===== src/gafp_pkg.sv =====
// Shared constants and types for the gyro angle frame parser.
package gafp_pkg;

  // Block framing
  localparam int unsigned BlockLen = 40;
  localparam int unsigned PosW     = $clog2(BlockLen);
  localparam int unsigned CntW     = PosW + 1;
  localparam int unsigned MinCount = 4;

  // Header codes
  localparam logic [7:0] HdrPos = 8'hFF;
  localparam logic [7:0] HdrNeg = 8'hFE;

  // Field widths
  localparam int unsigned ByteW  = 8;
  localparam int unsigned RawW   = 16;
  localparam int unsigned WrapW  = 12;
  localparam int unsigned ThetaW = 16;

  // Wrap by 3600 tenths: quotient estimate is (mag * WrapRecip) >> WrapShift
  localparam logic [11:0] FullTurn  = 12'd3600;
  localparam logic [11:0] HalfTurn  = 12'd1800;
  localparam logic [14:0] WrapRecip = 15'd18641;
  localparam int unsigned WrapShift = 26;

  // Radians: round(mag * PiQ30 / (225 * 2^20))
  localparam logic [31:0] PiQ30      = 32'd3373259426;
  localparam logic [42:0] ThetaHalf  = 43'd117964800;
  localparam int unsigned ThetaShift = 20;
  localparam logic [7:0]  ThetaDiv   = 8'd225;
  localparam logic [23:0] DivRecip   = 24'd9544371;
  localparam int unsigned DivShift   = 31;

  // Checked frame entering the angle pipeline
  typedef struct packed {
    logic                   valid;
    logic signed [RawW-1:0] raw;
  } frame_t;

endpackage


===== src/gafp_if.sv =====
// Channel interfaces for received bytes and angle results.
interface gafp_in_if;
  logic                           valid;
  logic                           ready;
  logic [gafp_pkg::ByteW-1:0]     rx_byte;

  modport source (output valid, output rx_byte, input ready);
  modport sink   (input valid, input rx_byte, output ready);
endinterface

interface gafp_out_if;
  logic                                valid;
  logic                                ready;
  logic signed [gafp_pkg::RawW-1:0]    raw_tenths;
  logic signed [gafp_pkg::WrapW-1:0]   wrapped_tenths;
  logic signed [gafp_pkg::ThetaW-1:0]  theta_rad;

  modport source (output valid, output raw_tenths, output wrapped_tenths,
                  output theta_rad, input ready);
  modport sink   (input valid, input raw_tenths, input wrapped_tenths,
                  input theta_rad, output ready);
endinterface


===== src/gafp_angle.sv =====
// Angle pipeline: wrap to +-1800 tenths and convert to Q2.13 radians.
module gafp_angle (
  input  logic                clk_i,
  input  logic                rst_ni,
  input  gafp_pkg::frame_t    frm_i,
  output logic                rdy_o,
  gafp_out_if.source          res_o
);

  // Stage valid bits and per-stage load enables
  logic [6:1] vld_q;
  logic [6:1] ld;

  // Stage payloads
  logic signed [15:0] raw1_q, raw2_q, raw3_q, raw4_q, raw5_q, raw6_q;
  logic               neg2_q;
  logic [15:0]        mag2_q;
  logic [3:0]         qe2_q;
  logic signed [11:0] w3_q, w4_q, w5_q, w6_q;
  logic [22:0]        y4_q, y5_q;
  logic [15:0]        qe5_q;
  logic signed [15:0] t6_q;

  // Combinational stage logic
  logic [15:0] mag1;
  logic [30:0] wprod;
  logic [15:0] turns;
  logic [16:0] diff3;
  logic [12:0] rem3;
  logic [11:0] rem3c;
  logic signed [12:0] w3_d;
  logic [10:0] wmag4;
  logic [42:0] x4;
  logic [46:0] qprod5;
  logic [23:0] sub6;
  logic [23:0] r6;
  logic [15:0] q6;

  // Advance a stage when it is empty or its successor moves
  always_comb begin
    ld[6] = !vld_q[6] || res_o.ready;
    for (int k = 5; k >= 1; k--) begin
      ld[k] = !vld_q[k] || ld[k+1];
    end
  end

  assign rdy_o = ld[1];

  always_ff @(posedge clk_i or negedge rst_ni) begin
    if (!rst_ni) begin
      vld_q <= '0;
    end else begin
      if (ld[1]) vld_q[1] <= frm_i.valid;
      for (int k = 2; k <= 6; k++) begin
        if (ld[k]) vld_q[k] <= vld_q[k-1];
      end
    end
  end

  // Stage 2: magnitude and quotient estimate for the wrap
  assign mag1  = raw1_q[15] ? 16'(16'd0 - raw1_q) : raw1_q;
  assign wprod = 31'(mag1) * 31'(gafp_pkg::WrapRecip);

  // Stage 3: remainder with one correction, then fold into +-1800
  assign turns = 16'(gafp_pkg::FullTurn) * 16'(qe2_q);
  assign diff3 = {1'b0, mag2_q} - {1'b0, turns};
  assign rem3  = diff3[12:0];
  assign rem3c = (rem3 >= 13'(gafp_pkg::FullTurn)) ?
                 12'(rem3 - 13'(gafp_pkg::FullTurn)) : rem3[11:0];

  always_comb begin
    if (rem3c > gafp_pkg::HalfTurn) begin
      w3_d = neg2_q ? $signed({1'b0, gafp_pkg::FullTurn - rem3c})
                    : $signed({1'b0, rem3c}) - $signed({1'b0, gafp_pkg::FullTurn});
    end else begin
      w3_d = neg2_q ? -$signed({1'b0, rem3c}) : $signed({1'b0, rem3c});
    end
  end

  // Stage 4: scale the magnitude by pi and drop the power-of-two part
  assign wmag4 = w3_q[11] ? 11'(12'd0 - w3_q) : w3_q[10:0];
  assign x4    = 43'(wmag4) * 43'(gafp_pkg::PiQ30) + gafp_pkg::ThetaHalf;

  // Stage 5: quotient estimate of the divide by 225
  assign qprod5 = 47'(y4_q) * 47'(gafp_pkg::DivRecip);

  // Stage 6: correct the quotient once and restore the sign
  assign sub6 = 24'(gafp_pkg::ThetaDiv) * 24'(qe5_q);
  assign r6   = {1'b0, y5_q} - sub6;
  assign q6   = (r6 >= 24'(gafp_pkg::ThetaDiv)) ? 16'(qe5_q + 16'd1) : qe5_q;

  always_ff @(posedge clk_i) begin
    if (ld[1]) raw1_q <= frm_i.raw;
    if (ld[2]) begin
      raw2_q <= raw1_q;
      neg2_q <= raw1_q[15];
      mag2_q <= mag1;
      qe2_q  <= wprod[29:26];
    end
    if (ld[3]) begin
      raw3_q <= raw2_q;
      w3_q   <= w3_d[11:0];
    end
    if (ld[4]) begin
      raw4_q <= raw3_q;
      w4_q   <= w3_q;
      y4_q   <= x4[42:20];
    end
    if (ld[5]) begin
      raw5_q <= raw4_q;
      w5_q   <= w4_q;
      y5_q   <= y4_q;
      qe5_q  <= qprod5[46:31];
    end
    if (ld[6]) begin
      raw6_q <= raw5_q;
      w6_q   <= w5_q;
      t6_q   <= w5_q[11] ? $signed(16'd0 - q6) : $signed(q6);
    end
  end

  assign res_o.valid          = vld_q[6];
  assign res_o.raw_tenths     = raw6_q;
  assign res_o.wrapped_tenths = w6_q;
  assign res_o.theta_rad      = t6_q;

  // Wrapped angle stays in the half-turn range
  a_wrap_range: assert property (@(posedge clk_i) disable iff (!rst_ni)
    vld_q[6] |-> (w6_q >= -12'sd1800 && w6_q <= 12'sd1800))
    else $error("wrapped angle out of range");

  // Wrapped angle differs from the raw angle by whole turns
  a_wrap_turns: assert property (@(posedge clk_i) disable iff (!rst_ni)
    vld_q[6] |-> ((int'(raw6_q) - int'(w6_q)) % 3600 == 0))
    else $error("wrap is not a whole number of turns");

  // Radians keep the sign of the wrapped angle
  a_theta_sign: assert property (@(posedge clk_i) disable iff (!rst_ni)
    vld_q[6] |-> ((w6_q > 0 && t6_q > 0) || (w6_q < 0 && t6_q < 0) ||
                  (w6_q == 0 && t6_q == 0)))
    else $error("radian sign mismatch");

  // Radian magnitude bounded by pi
  a_theta_range: assert property (@(posedge clk_i) disable iff (!rst_ni)
    vld_q[6] |-> (t6_q >= -16'sd25736 && t6_q <= 16'sd25736))
    else $error("radian value out of range");

endmodule


===== src/gyro_angle_frame_parser.sv =====
// Top level: byte framing, frame check and angle result pipeline.
// Throughput: one received word per cycle, with no stall while the output is taken.
// Result path: the frame completed by a taken word is registered into the six-register
// angle pipeline (wrap, pi multiply, divide by 225), which holds while the output is not taken.
// Reset: byte history and block position clear to zero, the pipeline empties.
// A word that does not complete a valid frame only updates history and position.
module gyro_angle_frame_parser (
  input  logic         clk_i,
  input  logic         rst_ni,
  gafp_in_if.sink      rx_i,
  gafp_out_if.source   res_o
);

  logic [7:0]                    hist_q [3];
  logic [gafp_pkg::PosW-1:0]     pos_q;
  logic [gafp_pkg::PosW-1:0]     pos_eff;
  logic [gafp_pkg::PosW-1:0]     pos_d;
  logic [gafp_pkg::CntW-1:0]     cnt;
  logic                          in_rng;
  logic                          hdr_ok;
  logic [7:0]                    csum;
  logic [15:0]                   mag;
  logic                          take;
  logic                          rdy;
  gafp_pkg::frame_t              frm;

  // Position within the block, wrapping at the block length
  assign pos_eff = ({1'b0, pos_q} >= gafp_pkg::CntW'(gafp_pkg::BlockLen)) ? '0 : pos_q;
  assign cnt     = {1'b0, pos_eff} + gafp_pkg::CntW'(1);
  assign pos_d   = (cnt >= gafp_pkg::CntW'(gafp_pkg::BlockLen)) ? '0
                                                                : cnt[gafp_pkg::PosW-1:0];

  // Frame check on header, angle bytes and checksum word
  assign in_rng = (cnt >= gafp_pkg::CntW'(gafp_pkg::MinCount)) &&
                  (cnt < gafp_pkg::CntW'(gafp_pkg::BlockLen));
  assign hdr_ok = (hist_q[0] == gafp_pkg::HdrPos) || (hist_q[0] == gafp_pkg::HdrNeg);
  assign csum   = hist_q[0] + hist_q[1] + hist_q[2];
  assign mag    = {hist_q[1], hist_q[2]};

  assign take      = rx_i.valid && rdy;
  assign frm.valid = take && in_rng && hdr_ok && (rx_i.rx_byte == csum);
  assign frm.raw   = (hist_q[0] == gafp_pkg::HdrPos) ? $signed(mag)
                                                     : $signed(16'd0 - mag);

  assign rx_i.ready = rdy;

  // Shift history and advance position on each taken word
  always_ff @(posedge clk_i or negedge rst_ni) begin
    if (!rst_ni) begin
      hist_q[0] <= '0;
      hist_q[1] <= '0;
      hist_q[2] <= '0;
      pos_q     <= '0;
    end else if (take) begin
      hist_q[0] <= hist_q[1];
      hist_q[1] <= hist_q[2];
      hist_q[2] <= rx_i.rx_byte;
      pos_q     <= pos_d;
    end
  end

  gafp_angle u_angle (
    .clk_i  (clk_i),
    .rst_ni (rst_ni),
    .frm_i  (frm),
    .rdy_o  (rdy),
    .res_o  (res_o)
  );

  // Position never leaves the block
  a_pos_range: assert property (@(posedge clk_i) disable iff (!rst_ni)
    {1'b0, pos_q} < gafp_pkg::CntW'(gafp_pkg::BlockLen))
    else $error("block position out of range");

  // A taken word lands at the newest history slot
  a_hist_shift: assert property (@(posedge clk_i) disable iff (!rst_ni)
    take |=> (hist_q[2] == $past(rx_i.rx_byte)))
    else $error("history did not capture word");

  // No frame is pushed before the fourth word of a block
  a_early_frame: assert property (@(posedge clk_i) disable iff (!rst_ni)
    frm.valid |-> (pos_eff >= gafp_pkg::PosW'(gafp_pkg::MinCount - 1)))
    else $error("frame pushed too early in block");

endmodule

===== src/flat_wrapper.sv =====
// flat-port wrapper written by rule: the top's interface ports become plain ports
module gyro_angle_frame_parser_flat 
  (clk_i, rst_ni, rx_i_valid, rx_i_rx_byte, rx_i_ready, res_o_valid, res_o_raw_tenths, res_o_wrapped_tenths, res_o_theta_rad, res_o_ready);
  gafp_in_if rx_i_i ();
  gafp_out_if res_o_i ();
  input  logic clk_i;
  input  logic rst_ni;
  input wire logic [$bits(rx_i_i.valid)-1:0] rx_i_valid;
  input wire logic [$bits(rx_i_i.rx_byte)-1:0] rx_i_rx_byte;
  output wire logic [$bits(rx_i_i.ready)-1:0] rx_i_ready;
  output wire logic [$bits(res_o_i.valid)-1:0] res_o_valid;
  output wire logic [$bits(res_o_i.raw_tenths)-1:0] res_o_raw_tenths;
  output wire logic [$bits(res_o_i.wrapped_tenths)-1:0] res_o_wrapped_tenths;
  output wire logic [$bits(res_o_i.theta_rad)-1:0] res_o_theta_rad;
  input wire logic [$bits(res_o_i.ready)-1:0] res_o_ready;
  assign rx_i_i.valid = rx_i_valid;
  assign rx_i_i.rx_byte = rx_i_rx_byte;
  assign rx_i_ready = rx_i_i.ready;
  assign res_o_valid = res_o_i.valid;
  assign res_o_raw_tenths = res_o_i.raw_tenths;
  assign res_o_wrapped_tenths = res_o_i.wrapped_tenths;
  assign res_o_theta_rad = res_o_i.theta_rad;
  assign res_o_i.ready = res_o_ready;
  gyro_angle_frame_parser u_core (.clk_i(clk_i), .rst_ni(rst_ni), .rx_i(rx_i_i), .res_o(res_o_i));
endmodule

===== config.mk =====
export PLATFORM = sky130hd
export DESIGN_NAME = gyro_angle_frame_parser_flat
export DESIGN_NICKNAME = d
export VERILOG_FILES = /design/src/gafp_pkg.sv /design/src/gafp_if.sv /design/src/gafp_angle.sv /design/src/gyro_angle_frame_parser.sv /design/src/flat_wrapper.sv
export SDC_FILE = /design/constraint.sdc
export NUM_CORES = 2
export LEC_CHECK = 0
export ABC_AREA = 1
export BUFFER_PORTS_ARGS = -buffer_cell sky130_fd_sc_hd__buf_2
export CORE_MARGIN = 1
export CORE_UTILIZATION = 25
export CTS_CLUSTER_SIZE = 16
export DETAILED_ROUTE_END_ITERATION = 16
export GPL_TIMING_DRIVEN = 1
export MAX_ROUTING_LAYER = met4
export PLACE_DENSITY = 0.38
export SETUP_SLACK_MARGIN = 0.4
export SLEW_MARGIN = 5
export SYNTH_ARGS = -nofsm -noshare
export SYNTH_HDL_FRONTEND = slang
export SYNTH_HIERARCHICAL = 1
export SYNTH_SLANG_ARGS = --single-unit

===== constraint.sdc =====
create_clock -name clk_i -period 10.1 [get_ports clk_i]
set_input_delay 0.505 -clock clk_i [delete_from_list [all_inputs] [get_ports clk_i]]
set_output_delay 0.505 -clock clk_i [all_outputs]
set_load 0.02 [all_outputs]

==> impl_results.md <==
- Horiz. Die Dim: 373 um
- Routed wire per std cell: 16.1 um
- Routed wire length: 92.3 mm
- Final GP Congestion: between 0.8 and 0.9
- Vias per cell: 4.21
- Largest net degree at the start of global routing: 69
- H-tree depth: 1
- Syn avg cell area: 8.95 um2
- DR pass1 iterations: 5
- Startpoint Class: register
- Maximum capacitance violations: 0
- Vias in the first global route: 25,713
- Initial Utilization: between 20% and 30%
- Slew @ Worst Pin: 1.21 ns
- Post-synthesis compound-gate area fraction: 5.45%
- Worst Path Arrival: 8.42 ns
- Final worst path period share: 79.7%
- Minimum clock period: 8.05 ns
- Max-slew violations: 0
- Critical path type: reg2reg
- Yosys reg bits: 270
- Share of layout cells above drive strength 1: under 10%
- Reg-to-Reg Start: u_core/u_angle/raw3_q[0]
- GR Overflow Total: 0
- Max incr delay on CP: approximately 0.8 ns
- Tot GR Track Use: 14.0%
- Adder-cell share of the synthesized area: 42.4%
- Antenna violations before repair: 1
- Cells after synthesis: a little under 4,000
- Vias: 24,206
- Hpwl dp: 78.6 mm
- Clock Skew: 0.0146 ns
- CP Capture Type: register
- Unique masters post-synth: 55
- FMAX: 124 MHz
- Main combinational cell family by area after synthesis: adder cells
- Rows: 135
- Run status: finished, final reports clean
- # Post-CTS Setup Buffers: 0
- Primary FF master, synth: edfxtp_1
- Post-synth EDFFs: 234
- Die span in y: 373 um
- RSZ-0062 raised after global routing: no
- Nets: 4,911
- Drc violations: 0
- Drt first-iter violations: about 1,100
- CTS Root Cell: clkbuf_16
- Setup violators final: 0
- CTS tree: built
- Buffers on Ports: 57
- Share of synthesized flip-flops with an asynchronous set or reset: 13.3%
- # diodes: 0
- Die area: approximately 140,000 um2
- Area growth syn-to-layout: 10.4%
- CORE AREA: 136,000 um2
- I/O pin count: 58
- Clk_lat worst skew: slightly above 0.6 ns
- Synth Area in Simple Gates: 14.9%
- Clock Sinks: 270
- CP required: 10.47 ns
- CP most frequent cell: nand2_1
- R2r setup slk: 2.05 ns
- Cts bufs inserted: 31
- CTS Hold Buffers Added: 0
- Synth Area in XOR/XNOR: between 3 and 4%
- Cells on worst reg2reg path: 34
- Final Hold Vio Count: 0
- First-pass GRT wire length: 148 mm
- Yosys warnings: 6
- CTS max path bufs: 3
- Fin Setup TNS: 0 ns
- Synth Net Count: 4,815
- Post-Syn Area: 34,400 um2
- Post-synthesis sequential area ratio: a little under a quarter
- Clk slew on worst S/H paths: 0.06 ns
- Multiplexer share of the synthesized area: 0%
- Crit path max-delay cell type: xor2_1
- ANT nets after route: 0
- Critical path peak fanout: 14
- Number of fill cells: 14,553
- R2r endpoint: u_core/u_angle/y4_q[15]
- Hold Crit Class: in2async
- Relative slew margins: 19.2%
- Post-CTS sizing: 0
## flip-flops by register name, indices dropped and copies added, names as in the netlist, 6 cells and up
register and flops:
u_core/u_angle/raw1_q 16, u_core/u_angle/raw4_q 16, u_core/hist_q 24, u_core/u_angle/res_o.theta_rad 16
u_core/u_angle/y4_q 23, u_core/u_angle/w5_q 11, u_core/u_angle/raw2_q 16, u_core/u_angle/w3_q 11
u_core/u_angle/raw3_q 16, u_core/pos_q 6, u_core/u_angle/res_o.wrapped_tenths 11, u_core/u_angle/mag2_q 12
u_core/u_angle/raw5_q 16, u_core/u_angle/y5_q 23, u_core/u_angle/vld_q 6, u_core/u_angle/w4_q 11
u_core/u_angle/qe5_q 16, u_core/u_angle/res_o.raw_tenths 16
## cells by family (layout without fill, tap and decap cells)
kind of cell	after synthesis	count (layout)
and+or+nand+nor	1194	1194
DFF	270	270
buffers and inverters	939	1059
adders and majority gates	960	960
AOI/OAI and AO/OA	328	328
xor gates and xnor gates	152	152
## layout make-up
class,instances,area (um2),share of cell area (%)
clock buffers,34,787,2.07
clock inverters,23,214,0.563
well taps,1781,2230,5.87
flip-flops and latches,270,7930,20.9
repair buffers,80,458,1.21
multi-input cells,2634,22900,60.3
inverters,922,3460,9.12
## worst max-delay path, delay by kind of cell, from the launching register on
family                     cells  cell delay (ns)
buffers and inverters          7             0.85
and+or+nand+nor               14             1.64
xor gates and xnor gates       3             1.05
adders and majority gates      7             3.24
AOI/OAI and AO/OA              3             0.66
DFF                            1             0.36
## routing by layer
metal / global-route usage (%) / share of wire, % / vias up
met5: - / 0 / -
met4: 1.78 / 1.2 / 0
met3: 1.32 / 2.2 / 59
met2: 22.4 / 46 / 196
met1: 19.5 / 51 / 11553
li1: - / - / 12398
## cells in the mapped netlist (all sizes together), types with 9 or more instances
master / number / share of area (%)
xor2: 117 / 3.0
xnor2: 35 / 0.89
nand3: 126 / 1.9
nand4: 57 / 1.0
fa: 341 / 20
nor3: 26 / 0.38
o211ai: 11 / 0.24
dfrtp: 36 / 2.6
ha: 619 / 23
o21bai: 9 / 0.20
inv: 919 / 10
a21oi: 124 / 1.8
o21ai: 136 / 2.1
a31oi: 14 / 0.25
nand3b: 10 / 0.22
nand2: 706 / 7.9
nor2: 244 / 3.0
clkbuf: 10 / 0.11
edfxtp: 234 / 20
## cells in the final DEF (no fill, tap or decap), types with 5 or more instances in the layout
master,n
a21o_1,7
a21oi_1,123
a31oi_1,14
and2_1,5
buf_2,57
buf_4,23
clkbuf_16,31
clkinv_1,9
clkinv_2,9
dfrtp_1,36
edfxtp_1,234
fa_1,341
ha_1,619
inv_1,882
inv_2,35
nand2_1,687
nand2_2,17
nand3_1,121
nand3b_1,10
nand4_1,57
nor2_1,216
nor2_2,23
nor3_1,26
nor4_1,8
o211ai_1,11
o21a_1,6
o21ai_0,116
o21ai_1,9
o21ai_2,10
o21bai_1,9
or2_2,8
xnor2_1,35
xor2_1,114
## worst max path at each step
stage	start	endpoint	slack, ns	cells past startpoint
4_1_cts	u_core/u_angle/raw3_q[0]	u_core/u_angle/y4_q[15]	1.99	34
2_1_floorplan	u_core/u_angle/raw3_q[0]	u_core/u_angle/y4_q[15]	2.86	34
3_3_place_gp	u_core/u_angle/raw3_q[0]	u_core/u_angle/y4_q[22]	2.09	34
3_5_place_dp	u_core/u_angle/raw3_q[0]	u_core/u_angle/y4_q[20]	2.00	33
5_1_grt	u_core/u_angle/raw3_q[0]	u_core/u_angle/y4_q[17]	1.29	34
6_report	u_core/u_angle/raw3_q[0]	u_core/u_angle/y4_q[15]	2.05	34
## through the flow
stage                     cells  hold WS [ns]  cell area (um2)  util, %  setup WS (ns)
final                      5744       0.00669            38000     27.9           2.05
after global routing       5744        0.0665            38000     27.9           1.29
after global placement     5687         0.401            37000     27.2           2.09
after CTS                  5744        0.0107            38000     27.9           1.99
after floorplan            3843         0.209            34400        -           2.86
after detailed placement   5687         0.405            37000     27.2           2.00
Power is not shown: default switching activity piles up to over one toggle a cycle in this logic, so the estimate is an artifact.
